### src/design/cdf_pkg.sv
// ----------------------------------------------------------------------------
// cdf_pkg
// Shared constants, register codes and helpers for the circle distance field.
// ----------------------------------------------------------------------------
package cdf_pkg;

  localparam int FRAC_BITS = 16;
  localparam int MAX_SIZE  = 512;
  localparam int SIZE_W    = 10;
  localparam int PIX_W     = 9;
  localparam int COORD_W   = 18;
  localparam int RAD_W     = 17;
  localparam int DATA_W    = 18;
  localparam int IDX_W     = 3;
  localparam int LATENCY   = 16;

  localparam logic [COORD_W-1:0] CENTER_X_RST = 18'd26214;
  localparam logic [COORD_W-1:0] CENTER_Y_RST = 18'd32768;
  localparam logic [RAD_W-1:0]   RADIUS_RST   = 17'd21627;
  localparam logic [SIZE_W-1:0]  SIZE_RST     = 10'd32;

  typedef enum logic [IDX_W-1:0] {
    REG_CENTER_X   = 3'd0,
    REG_CENTER_Y   = 3'd1,
    REG_RADIUS     = 3'd2,
    REG_TEX_WIDTH  = 3'd3,
    REG_TEX_HEIGHT = 3'd4
  } cfg_reg_t;

  // zero counts as one, oversize saturates
  function automatic logic [SIZE_W-1:0] eff_size(input logic [SIZE_W-1:0] s);
    logic [SIZE_W-1:0] r;
    if (s == '0) begin
      r = SIZE_W'(1);
    end else if (s > SIZE_W'(MAX_SIZE)) begin
      r = SIZE_W'(MAX_SIZE);
    end else begin
      r = s;
    end
    return r;
  endfunction

endpackage

### src/design/cdf_div.sv
// ----------------------------------------------------------------------------
// cdf_div
// Pipelined restoring divider: q = floor((2p+1) * 2^(F-1) / w), F quotient bits.
// ----------------------------------------------------------------------------
module cdf_div (
  input  logic                             clk,
  input  logic                             rst_n,
  input  logic                             in_vld,
  input  logic [cdf_pkg::PIX_W-1:0]        num_p,
  input  logic [cdf_pkg::SIZE_W-1:0]       den,
  output logic                             out_vld,
  output logic [cdf_pkg::FRAC_BITS-1:0]    quo
);

  localparam int STEPS  = cdf_pkg::FRAC_BITS;
  localparam int STAGES = 4;
  localparam int PER    = (STEPS + STAGES - 1) / STAGES;
  localparam int REM_W  = cdf_pkg::SIZE_W + 1;

  logic [REM_W-1:0] rem_r [0:STAGES];
  logic [STEPS-1:0] quo_r [0:STAGES];
  logic             vld_r [0:STAGES];
  logic [REM_W-1:0] rem_nxt [1:STAGES];
  logic [STEPS-1:0] quo_nxt [1:STAGES];

  // p < w, so the first remainder is p; only the first fed bit is set
  always_ff @(posedge clk) begin
    if (!rst_n) begin
      vld_r[0] <= 1'b0;
    end else begin
      vld_r[0] <= in_vld;
    end
    rem_r[0] <= REM_W'(num_p);
    quo_r[0] <= '0;
  end

  for (genvar s = 1; s <= STAGES; s++) begin : g_stage
    always_comb begin
      logic [REM_W-1:0] r;
      logic [STEPS-1:0] q;
      logic             ge;
      r = rem_r[s-1];
      q = quo_r[s-1];
      for (int j = 0; j < PER; j++) begin
        if ((s - 1) * PER + j < STEPS) begin
          r  = {r[REM_W-2:0], ((s - 1) * PER + j) == 0};
          ge = (r >= {1'b0, den});
          if (ge) begin
            r = r - {1'b0, den};
          end
          q = {q[STEPS-2:0], ge};
        end
      end
      rem_nxt[s] = r;
      quo_nxt[s] = q;
    end

    always_ff @(posedge clk) begin
      if (!rst_n) begin
        vld_r[s] <= 1'b0;
      end else begin
        vld_r[s] <= vld_r[s-1];
      end
      rem_r[s] <= rem_nxt[s];
      quo_r[s] <= quo_nxt[s];
    end
  end

  assign out_vld = vld_r[STAGES];
  assign quo     = quo_r[STAGES];

endmodule

### src/design/cdf_sqrt.sv
// ----------------------------------------------------------------------------
// cdf_sqrt
// Pipelined digit-by-digit integer square root, floor(sqrt(v)), 4 digits/stage.
// ----------------------------------------------------------------------------
module cdf_sqrt (
  input  logic        clk,
  input  logic        rst_n,
  input  logic        in_vld,
  input  logic [39:0] val,
  output logic        out_vld,
  output logic [19:0] root
);

  localparam int VAL_W  = 40;
  localparam int ROOT_W = VAL_W / 2;
  localparam int STAGES = 5;
  localparam int PER    = ROOT_W / STAGES;
  localparam int REM_W  = ROOT_W + 3;

  logic [VAL_W-1:0]  val_r  [0:STAGES];
  logic [REM_W-1:0]  rem_r  [0:STAGES];
  logic [ROOT_W-1:0] root_r [0:STAGES];
  logic              vld_r  [0:STAGES];
  logic [VAL_W-1:0]  val_nxt  [1:STAGES];
  logic [REM_W-1:0]  rem_nxt  [1:STAGES];
  logic [ROOT_W-1:0] root_nxt [1:STAGES];

  always_ff @(posedge clk) begin
    if (!rst_n) begin
      vld_r[0] <= 1'b0;
    end else begin
      vld_r[0] <= in_vld;
    end
    val_r[0]  <= val;
    rem_r[0]  <= '0;
    root_r[0] <= '0;
  end

  for (genvar s = 1; s <= STAGES; s++) begin : g_stage
    always_comb begin
      logic [VAL_W-1:0]  v;
      logic [REM_W-1:0]  r;
      logic [ROOT_W-1:0] q;
      logic [REM_W-1:0]  trial;
      logic              ge;
      v = val_r[s-1];
      r = rem_r[s-1];
      q = root_r[s-1];
      for (int j = 0; j < PER; j++) begin
        // remainder stays at or below twice the partial root
        r     = {r[REM_W-3:0], v[VAL_W-1:VAL_W-2]};
        v     = {v[VAL_W-3:0], 2'b00};
        trial = {1'b0, q, 2'b01};
        ge    = (r >= trial);
        if (ge) begin
          r = r - trial;
        end
        q = {q[ROOT_W-2:0], ge};
      end
      val_nxt[s]  = v;
      rem_nxt[s]  = r;
      root_nxt[s] = q;
    end

    always_ff @(posedge clk) begin
      if (!rst_n) begin
        vld_r[s] <= 1'b0;
      end else begin
        vld_r[s] <= vld_r[s-1];
      end
      val_r[s]  <= val_nxt[s];
      rem_r[s]  <= rem_nxt[s];
      root_r[s] <= root_nxt[s];
    end
  end

  assign out_vld = vld_r[STAGES];
  assign root    = root_r[STAGES];

endmodule

### src/design/circle_distance_field_pixel.sv
// ----------------------------------------------------------------------------
// circle_distance_field_pixel
// Grey level of one texel of a circle's signed distance field, one per clock.
// ----------------------------------------------------------------------------
// Path: dividers, abs deltas, squares, square root, signed distance, scale, output.
// Throughput: one pixel per clock; busy stays low, the pipeline never stalls.
// Most depth comes from the 4-stage sample divider and the 5-stage square root.
// Reset (rst_n low, synchronous) clears all valid bits and loads the default
// circle: center (26214, 32768), radius 21627, 32 x 32 texture.
module circle_distance_field_pixel (
  input  logic                          clk,
  input  logic                          rst_n,
  input  logic                          start,
  output logic                          busy,
  input  logic [cdf_pkg::PIX_W-1:0]     in_pixel_x,
  input  logic [cdf_pkg::PIX_W-1:0]     in_pixel_y,
  output logic                          out_valid,
  output logic [7:0]                    out_intensity,
  input  logic                          cfg_valid,
  output logic                          cfg_ready,
  input  logic [cdf_pkg::IDX_W-1:0]     cfg_index,
  input  logic [cdf_pkg::DATA_W-1:0]    cfg_data
);

  localparam int F = cdf_pkg::FRAC_BITS;

  logic [cdf_pkg::COORD_W-1:0] center_x_r, center_y_r;
  logic [cdf_pkg::RAD_W-1:0]   radius_r;
  logic [cdf_pkg::SIZE_W-1:0]  tex_width_r, tex_height_r;
  logic [cdf_pkg::SIZE_W-1:0]  w_eff, h_eff, m_eff;
  logic [cdf_pkg::PIX_W-1:0]   px_sat, py_sat;
  logic                        accept;

  assign busy      = 1'b0;
  assign cfg_ready = 1'b1;
  assign accept    = start && !busy;

  always_ff @(posedge clk) begin
    if (!rst_n) begin
      center_x_r   <= cdf_pkg::CENTER_X_RST;
      center_y_r   <= cdf_pkg::CENTER_Y_RST;
      radius_r     <= cdf_pkg::RADIUS_RST;
      tex_width_r  <= cdf_pkg::SIZE_RST;
      tex_height_r <= cdf_pkg::SIZE_RST;
    end else if (cfg_valid && cfg_ready) begin
      case (cdf_pkg::cfg_reg_t'(cfg_index))
        cdf_pkg::REG_CENTER_X:   center_x_r   <= cfg_data;
        cdf_pkg::REG_CENTER_Y:   center_y_r   <= cfg_data;
        cdf_pkg::REG_RADIUS:     radius_r     <= cfg_data[cdf_pkg::RAD_W-1:0];
        cdf_pkg::REG_TEX_WIDTH:  tex_width_r  <= cfg_data[cdf_pkg::SIZE_W-1:0];
        cdf_pkg::REG_TEX_HEIGHT: tex_height_r <= cfg_data[cdf_pkg::SIZE_W-1:0];
        default: ;
      endcase
    end
  end

  assign w_eff = cdf_pkg::eff_size(tex_width_r);
  assign h_eff = cdf_pkg::eff_size(tex_height_r);
  assign m_eff = (w_eff > h_eff) ? w_eff : h_eff;

  // pixels past the edge clamp to the last column / row
  assign px_sat = ({1'b0, in_pixel_x} >= w_eff) ? cdf_pkg::PIX_W'(w_eff - 1'b1) : in_pixel_x;
  assign py_sat = ({1'b0, in_pixel_y} >= h_eff) ? cdf_pkg::PIX_W'(h_eff - 1'b1) : in_pixel_y;

  logic         sx_vld, sy_vld;
  logic [F-1:0] sx, sy;

  cdf_div u_div_x (
    .clk(clk), .rst_n(rst_n), .in_vld(accept), .num_p(px_sat), .den(w_eff),
    .out_vld(sx_vld), .quo(sx)
  );

  cdf_div u_div_y (
    .clk(clk), .rst_n(rst_n), .in_vld(accept), .num_p(py_sat), .den(h_eff),
    .out_vld(sy_vld), .quo(sy)
  );

  // absolute deltas
  logic signed [18:0] dx, dy;
  logic [17:0]        ax_r, ay_r, ax_nxt, ay_nxt;
  logic               abs_vld_r;

  assign dx = $signed({3'b000, sx}) - $signed({center_x_r[17], center_x_r});
  assign dy = $signed({3'b000, sy}) - $signed({center_y_r[17], center_y_r});
  assign ax_nxt = dx[18] ? 18'(-dx) : dx[17:0];
  assign ay_nxt = dy[18] ? 18'(-dy) : dy[17:0];

  always_ff @(posedge clk) begin
    if (!rst_n) begin
      abs_vld_r <= 1'b0;
    end else begin
      abs_vld_r <= sx_vld & sy_vld;
    end
    ax_r <= ax_nxt;
    ay_r <= ay_nxt;
  end

  // squares
  logic [35:0] sqx_r, sqy_r;
  logic        sq_vld_r;

  always_ff @(posedge clk) begin
    if (!rst_n) begin
      sq_vld_r <= 1'b0;
    end else begin
      sq_vld_r <= abs_vld_r;
    end
    sqx_r <= ax_r * ax_r;
    sqy_r <= ay_r * ay_r;
  end

  logic [39:0] sum_sq;
  logic        dist_vld;
  logic [19:0] root_dist;

  assign sum_sq = 40'(sqx_r) + 40'(sqy_r);

  cdf_sqrt u_sqrt (
    .clk(clk), .rst_n(rst_n), .in_vld(sq_vld_r), .val(sum_sq),
    .out_vld(dist_vld), .root(root_dist)
  );

  // signed distance, then scale by the larger size
  logic signed [20:0] sd_r;
  logic signed [31:0] scaled_r;
  logic               sd_vld_r, sc_vld_r;

  always_ff @(posedge clk) begin
    if (!rst_n) begin
      sd_vld_r <= 1'b0;
      sc_vld_r <= 1'b0;
    end else begin
      sd_vld_r <= dist_vld;
      sc_vld_r <= sd_vld_r;
    end
    sd_r     <= $signed({1'b0, root_dist}) - $signed({4'b0000, radius_r});
    scaled_r <= sd_r * $signed({1'b0, m_eff});
  end

  // map -1..1 onto 0..255: ((s + 1.0) * 255) >> (F + 1), clamped
  logic signed [31:0] shifted;
  logic signed [39:0] tval;
  logic [7:0]         intensity_nxt;
  logic [7:0]         intensity_r;
  logic               out_vld_r;

  assign shifted = scaled_r + 32'sd65536;
  assign tval    = $signed({shifted, 8'h00}) - 40'(shifted);

  always_comb begin
    if (tval <= 40'sd0) begin
      intensity_nxt = 8'd0;
    end else if (tval[38:F+1] > 22'd255) begin
      intensity_nxt = 8'd255;
    end else begin
      intensity_nxt = tval[F+8:F+1];
    end
  end

  always_ff @(posedge clk) begin
    if (!rst_n) begin
      out_vld_r <= 1'b0;
    end else begin
      out_vld_r <= sc_vld_r;
    end
    intensity_r <= intensity_nxt;
  end

  assign out_valid     = out_vld_r;
  assign out_intensity = intensity_r;

endmodule

### config.mk
export PLATFORM = sky130hd
export DESIGN_NAME = circle_distance_field_pixel
export DESIGN_NICKNAME = d
export VERILOG_FILES = /design/src/design/cdf_pkg.sv /design/src/design/cdf_div.sv /design/src/design/cdf_sqrt.sv /design/src/design/circle_distance_field_pixel.sv
export SDC_FILE = /design/constraint.sdc
export NUM_CORES = 2
export LEC_CHECK = 0
export CAP_MARGIN = 20
export CORE_MARGIN = 5
export CORE_UTILIZATION = 41
export DETAILED_ROUTE_END_ITERATION = 7
export DONT_BUFFER_PORTS = 1
export SLEW_MARGIN = 20
export SYNTH_ARGS = -nofsm -noshare
export SYNTH_HDL_FRONTEND = slang
export SYNTH_SLANG_ARGS = --single-unit
### constraint.sdc
create_clock -name clk -period 14.7 [get_ports clk]
set_input_delay 1.47 -clock clk [delete_from_list [all_inputs] [get_ports clk]]
set_output_delay 1.47 -clock clk [all_outputs]
set_load 0.03 [all_outputs]
Yosys cells after proc, flatten, opt, wreduce, memory -nomap -nowiden
Memories as Yosys holds them, arrays and structs flattened. A register that Yosys moved wholly into a read port is not among the register bits.
Index checks and enable logic that the tools add are counted.
{"block": "op_classes", "addsub": 62, "n_mul": 3, "n_lt_le_gt_ge": 59, "n_eq_ne": 4, "n_mux": 80, "n_bitwise": 17, "n_reduce_logical": 9}
{"operator": "$ge 23x22->1", "count": 20}
{"operator": "$ge 11x10->1", "count": 32}
{"operator": "$mux 21", "count": 15}
{"operator": "$sub 21x21->21", "count": 15}
{"operator": "$mux 10", "count": 29}
{"operator": "$sub 10x10->10", "count": 24}
{"operator": "$mux 23", "count": 5}
{"operator": "$sub 23x22->23", "count": 5}
{"operator": "$mux 11", "count": 8}
{"operator": "$sub 11x10->11", "count": 8}
{"operator": "$mul 18x18->36", "count": 2}
{"operator": "$le 40x1->1 const B", "count": 1}
{"operator": "$sub 40x32->40", "count": 1}
{"operator": "$sub 17x18->19", "count": 2}
{"operator": "$add 36x36->37", "count": 1}
{"operator": "$mux 18", "count": 2}
{"operator": "$neg 18->18", "count": 2}
{"operator": "$add 32x18->32 const B", "count": 1}
{"operator": "$mul 21x11->32", "count": 1}
{"operator": "$gt 22x8->1 const B", "count": 1}
{"operator": "$sub 20x17->21", "count": 1}
{"operator": "$ge 9x10->1", "count": 2}
{"operator": "$gt 10x10->1 const B", "count": 2}
{"operator": "$logic_not 10->1", "count": 2}
{"operator": "other kinds (13)", "count": 52}
{"block": "word_totals", "ff_bits": 246, "mem_bits_rw": 784, "inputBits": 43, "out_inout_bits": 11, "word_cells": 260, "mem_count": 10}
{"name": "u_sqrt.val_r", "depth": 6, "width": 40, "rd": 5, "rd_ports_with_merged_regs": 0, "write_ports": 6, "line": "cdf_sqrt.sv:20", "rtl": "logic [VAL_W-1:0] val_r [0:STAGES];"}
{"name": "u_sqrt.rem_r", "depth": 6, "width": 23, "rd": 5, "rd_ports_with_merged_regs": 0, "write_ports": 6, "line": "cdf_sqrt.sv:21", "rtl": "logic [REM_W-1:0] rem_r [0:STAGES];"}
{"name": "u_sqrt.root_r", "depth": 6, "width": 20, "rd": 6, "rd_ports_with_merged_regs": 0, "write_ports": 6, "line": "cdf_sqrt.sv:22", "rtl": "logic [ROOT_W-1:0] root_r [0:STAGES];"}
{"name": "u_div_x.quo_r", "depth": 5, "width": 16, "rd": 5, "rd_ports_with_merged_regs": 0, "write_ports": 5, "line": "cdf_div.sv:21", "rtl": "logic [STEPS-1:0] quo_r [0:STAGES];"}
{"name": "u_div_y.quo_r", "depth": 5, "width": 16, "rd": 5, "rd_ports_with_merged_regs": 0, "write_ports": 5, "line": "cdf_div.sv:21"}
{"name": "u_div_x.rem_r", "depth": 5, "width": 11, "rd": 4, "rd_ports_with_merged_regs": 0, "write_ports": 5, "line": "cdf_div.sv:20", "rtl": "logic [REM_W-1:0] rem_r [0:STAGES];"}
{"name": "4 more memories"}

Longest topological paths before layout
{"block": "logic_depth", "depth_word": 11, "mapped_depth": 65, "depth_no_buf": 61}

Modules after synthesis
A second synthesis with hierarchy kept.
{"block": "unflattened", "cells_unflattened": 9661, "area_unflattened_um2": 81479.4}
{"mod": "circle_distance_field_pixel", "instances": 1, "cells_per_inst": 4496, "area_per_inst_um2": 39427.8, "seq_area_each_um2": 4904.7}
{"mod": "cdf_sqrt", "instances": 1, "cells_per_inst": 2833, "area_per_inst_um2": 22346.4, "seq_area_each_um2": 5405.2}
{"mod": "cdf_div at u_div_x", "instances": 1, "cells_per_inst": 1169, "area_per_inst_um2": 9882.0, "seq_area_each_um2": 1681.6}
{"mod": "cdf_div at u_div_y", "instances": 1, "cells_per_inst": 1163, "area_per_inst_um2": 9823.2, "seq_area_each_um2": 1681.6}

Worst setup path before layout
No wires, ideal clock.
{"block": "synth_timing", "path_type": "reg2reg", "startpoint": "register tex_height_r[9] (netlist bit)", "endpoint": "memory u_div_y.rem_r[0][36] (netlist bit)", "setup_ns": 0.141, "arrival_ns": 12.589, "required_time_ns": 14.559, "slack_ns": 1.970, "stages_incl_launch_ff": 64, "path_buffers": 6, "period_less_slack_ns": 12.730, "cell_sequence": "dfxtp_1 -> clkbuf_1 -> clkinv_1 -> nand2_1 -> ha_1 -> inv_1 -> a21oi_1 -> o21ai_0 -> a21boi_0 -> o21a_1 -> o21ai_0 -> a31oi_1 -> o21a_1 -> o21a_1 -> nor2_1 -> inv_1 -> clkbuf_1 -> a21oi_1 -> (+28 left out) -> mux2i_1 -> inv_1 -> clkbuf_1 -> mux2i_1 -> ha_1 -> nor2b_1 -> o21ai_0 -> nand2b_1 -> a21o_1 -> a21o_1 -> a21o_1 -> a21o_1 -> a221o_1 -> or3_1 -> clkbuf_1 -> o31ai_1 -> clkbuf_1 -> o221ai_1"}
{"item": "start, declared", "line": "circle_distance_field_pixel.sv:29", "rtl": "logic [cdf_pkg::SIZE_W-1:0] tex_width_r, tex_height_r;"}
{"item": "start signal, assigned", "line": "circle_distance_field_pixel.sv:44", "rtl": "tex_height_r <= cdf_pkg::SIZE_RST;"}
{"item": "start signal, assigned", "line": "circle_distance_field_pixel.sv:51", "rtl": "cdf_pkg::REG_TEX_HEIGHT: tex_height_r <= cfg_data[cdf_pkg::SIZE_W-1:0];"}
{"item": "end, declared", "line": "cdf_div.sv:20"}

==> key figures <==
Outcome
  • Status: finished clean

Clock network
  • Clock Pin Slew Worst Setup and Hold Paths: approximately 60 ps
  • Clk root buf: clkbuf_16
  • TritonCTS buffer count: 82
  • Hold_buf cts: 0
  • Worst skew pair latency: approximately 700 ps
  • Cells resized by post-CTS repair: 0
  • CTS Buffer Depth: 3
  • Clk sinks: 670
  • CTS tree: done
  • Post-CTS setup buffers: 0
  • H-tree levels: 3

Global route
  • Initial antenna violation count: 5
  • First-pass GRT wire length: 325000 µm
  • Number of global-route vias before repair: about 62000
  • Remaining Overflow, GRT: 0
  • GRT Total Usage: slightly above 20%
  • Largest net degree at the start of global routing: 90

Timing
  • Setup TNS: 0 ps
  • Final Hold Fails: 0
  • Rel. slew slack: between 20% and 30%
  • Final Slew Violations: 0
  • Final setup vio count: 0
  • Highest clock rate: about 75 MHz
  • Final Critical Period: between 10000 and 15000 ps
  • Tightest Pin Transition: 1040 ps
  • Unrepaired setup endpoints after global routing: no
  • Hold Slack: a little over 300 ps
  • Final worst-path cycle share: 91.1%
  • Clk_skew: approximately 40 ps
  • Final worst setup slack: about 1300 ps

Worst setup path
  • Crit-path max FO: 11
  • Crit path required time: roughly 15000 ps
  • Startpoint types: flip-flop
  • FF-to-FF path depth: roughly 60
  • CP arrival: 13970 ps
  • CP max stage delay: between 500 and 600 ps
  • Reg2reg start: tex_height_r[9]$_SDFFE_PN0P_
  • Slowest cell on the critical path: a211oi_2
  • Most numerous cell on the critical path: o21ai_0
  • Reg-to-reg slack, setup: about 1300 ps
  • Crit path capture type: flip-flop
  • RR Endpoint: u_div_y.rem_r[0][39]$_DFF_P_
  • Setup CP Type: flip-flop to flip-flop

Min path
  • Hold path depth: 0
  • Hold_sp: u_div_x.quo_r[0][50]$_DFF_P_
  • Hold Path End: u_div_x.quo_r[0][70]$_DFF_P_
  • Min-delay worst type: flip-flop to flip-flop

Run
  • Max-Cap Viols: 0

Yosys
  • Asr flop ratio synth: 0%
  • Most common cell in the netlist: inv_1
  • Post-synth top area cell: dfxtp_1
  • Post-synthesis cell area: 75900 µm²
  • Post-synth EDFFs: 0
  • Register area share after synthesis: around 18%
  • Post-synthesis register bit count: 670
  • Syn Inst Count: 9042
  • Mapped Avg Cell Area: 8.40 µm²
  • Post-synth top area share: around 18%
  • Most used DFF post-synth: dfxtp_1
  • Synth area leaders: dfxtp_1 18%, fa_1 17%, ha_1 16%
  • Synth cell count leaders: 1150 x inv_1, 943 x ha_1, 803 x nand2_1
  • Synth warnings: 0
  • Mapped Nets: around 11000
  • Yosys cell types: 104

Place
  • PortBufs: 0
  • Final GP Congestion: between 0.9 and 1
  • Detailed placement HPWL: approximately 160000 µm
  • Pre-CTS WS: about 1800 ps

Route
  • WL final: roughly 200000 µm
  • DRT antenna net count: 0
  • Drt pass-1 iters: 5
  • WL/cell: between 15 and 20 µm
  • DR vias: 61827
  • DRT iter0 DRCs: between 3000 and 4000
  • Vias per cell: ~5.4
  • Final routed DRC violation total: 0

Final layout
  • Ratio of cells with drive above 1 in the final layout: under 10%
  • Nets: roughly 11000
  • Number of fill cells: 18212
  • Register area: roughly 13000 µm²
  • Area of the multi-input gates: between 50000 and 60000 µm²
  • Synthesis-to-layout area growth: 7.55%

Floorplanning
  • Core ar.: approximately 180000 µm²
  • Num ports: 54
  • Initial Utilization: between 40% and 50%
  • Die height: roughly 440 µm
  • Die area: slightly below 200000 µm²
  • Placement Rows: between 150 and 200
  • Die width: ~440 µm
## cell families (layout without fill, tap and decap cells)
group / count (synthesis) / count (layout) / synth area share [%]
xor gates and xnor gates: 637 / 637 / 7.35
buffers and inverters: 1398 / 1394 / 7.02
muxes: 171 / 171 / 2.47
other: 2 / 6 / 0.00989
and+or+nand+nor: 2695 / 2695 / 17.3
AOI/OAI and AO/OA: 1895 / 1895 / 16.0
adders and majority gates: 1574 / 1574 / 32.2
DFF: 670 / 670 / 17.7
## layout by cell type, fill, tap and decap left out, types with 20 or more instances in the layout
master,synthesis,layout
ha_1,943,943
o21bai_1,60,60
nor3b_1,20,20
or4_1,25,25
and2_1,304,304
xor2_1,201,201
mux2i_1,47,43
nand2b_1,111,111
a31oi_1,41,41
xnor2_1,436,436
o21a_1,93,93
or2_2,45,45
buf_4,2,77
and3_1,75,75
o41ai_1,21,21
nand3_1,133,133
a211oi_1,59,57
o21ai_0,432,427
inv_1,1150,1150
a21o_1,212,212
nand4_1,100,100
fa_1,631,631
nand2_1,803,803
o211ai_1,44,44
a221o_1,21,21
mux2_2,122,122
clkbuf_16,0,84
dfxtp_1,670,670
nor3_1,168,168
o31ai_1,58,58
nor2_1,629,628
a21oi_1,543,543
nor4_1,35,34
a21boi_0,116,116
nor2b_1,139,139
or3_1,53,53
## worst max-delay path by stage
stage          slack [ps]                      endpoint                         start
2_1_floorplan        1970  u_div_y.rem_r[0][36]$_DFF_P_  tex_height_r[9]$_SDFFE_PN0P_
3_3_place_gp         2130  u_div_y.rem_r[0][39]$_DFF_P_  tex_height_r[9]$_SDFFE_PN0P_
3_5_place_dp         1840  u_div_y.rem_r[0][39]$_DFF_P_  tex_height_r[9]$_SDFFE_PN0P_
4_1_cts              1680  u_div_y.rem_r[0][39]$_DFF_P_  tex_height_r[9]$_SDFFE_PN0P_
5_1_grt               440  u_div_y.rem_r[0][39]$_DFF_P_  tex_height_r[9]$_SDFFE_PN0P_
6_report             1310  u_div_y.rem_r[0][39]$_DFF_P_  tex_height_r[9]$_SDFFE_PN0P_
## flip-flops by register name, summed over array words and instances, names as in the netlist, 35 cells and up
name,count
u_sqrt.val_r,117
u_sqrt.rem_r,84
u_sqrt.root_r,55
u_div_x.quo_r,40
u_div_y.quo_r,40
u_div_x.rem_r,39
u_div_y.rem_r,39
sqx_r,35
sqy_r,35
## metrics by stage
| step | cell area (µm²) | utilization (%) | cells |
|---|---|---|---|
| after floorplan | 75900 | - | 9042 |
| after global placement | 78700 | 42.6 | 11366 |
| after detailed placement | 78700 | 42.6 | 11366 |
| after CTS | 81600 | 44.2 | 11518 |
| after global routing | 81600 | 44.2 | 11518 |
| final | 81600 | 44.2 | 11522 |
## layer usage
metal / part of all wire [%] / GRT usage [%]
met5: 0 / 0
met4: 2.6 / 5.53
met3: 4.5 / 2.61
met2: 47 / 35.0
met1: 46 / 27.3
## area by class of cell
class | count | area share (%)
Clock buffer | 103 | 2.82
Clock inverter | 49 | 0.763
Timing Repair Buffer | 77 | 0.708
Multi-Input combinational cell | 6974 | 70.1
Inverter | 1165 | 5.36
Sequential cell | 670 | 16.4
Tap cell | 2480 | 3.80
Antenna cell | 4 | 0.0123
## worst max-delay path: cells and delay by family (launching register included)
kind	cells	cell delay, ps
AO/OA/AOI/OAI	37	7640
AND/OR/NAND/NOR	9	1870
buffers and inverters	7	1540
adder cells (fa/ha/maj)	4	1220
multiplexers	2	640
flip-flops	1	340
Power is not shown: default switching activity piles up to over one toggle a cycle in this logic, so the estimate is an artifact.
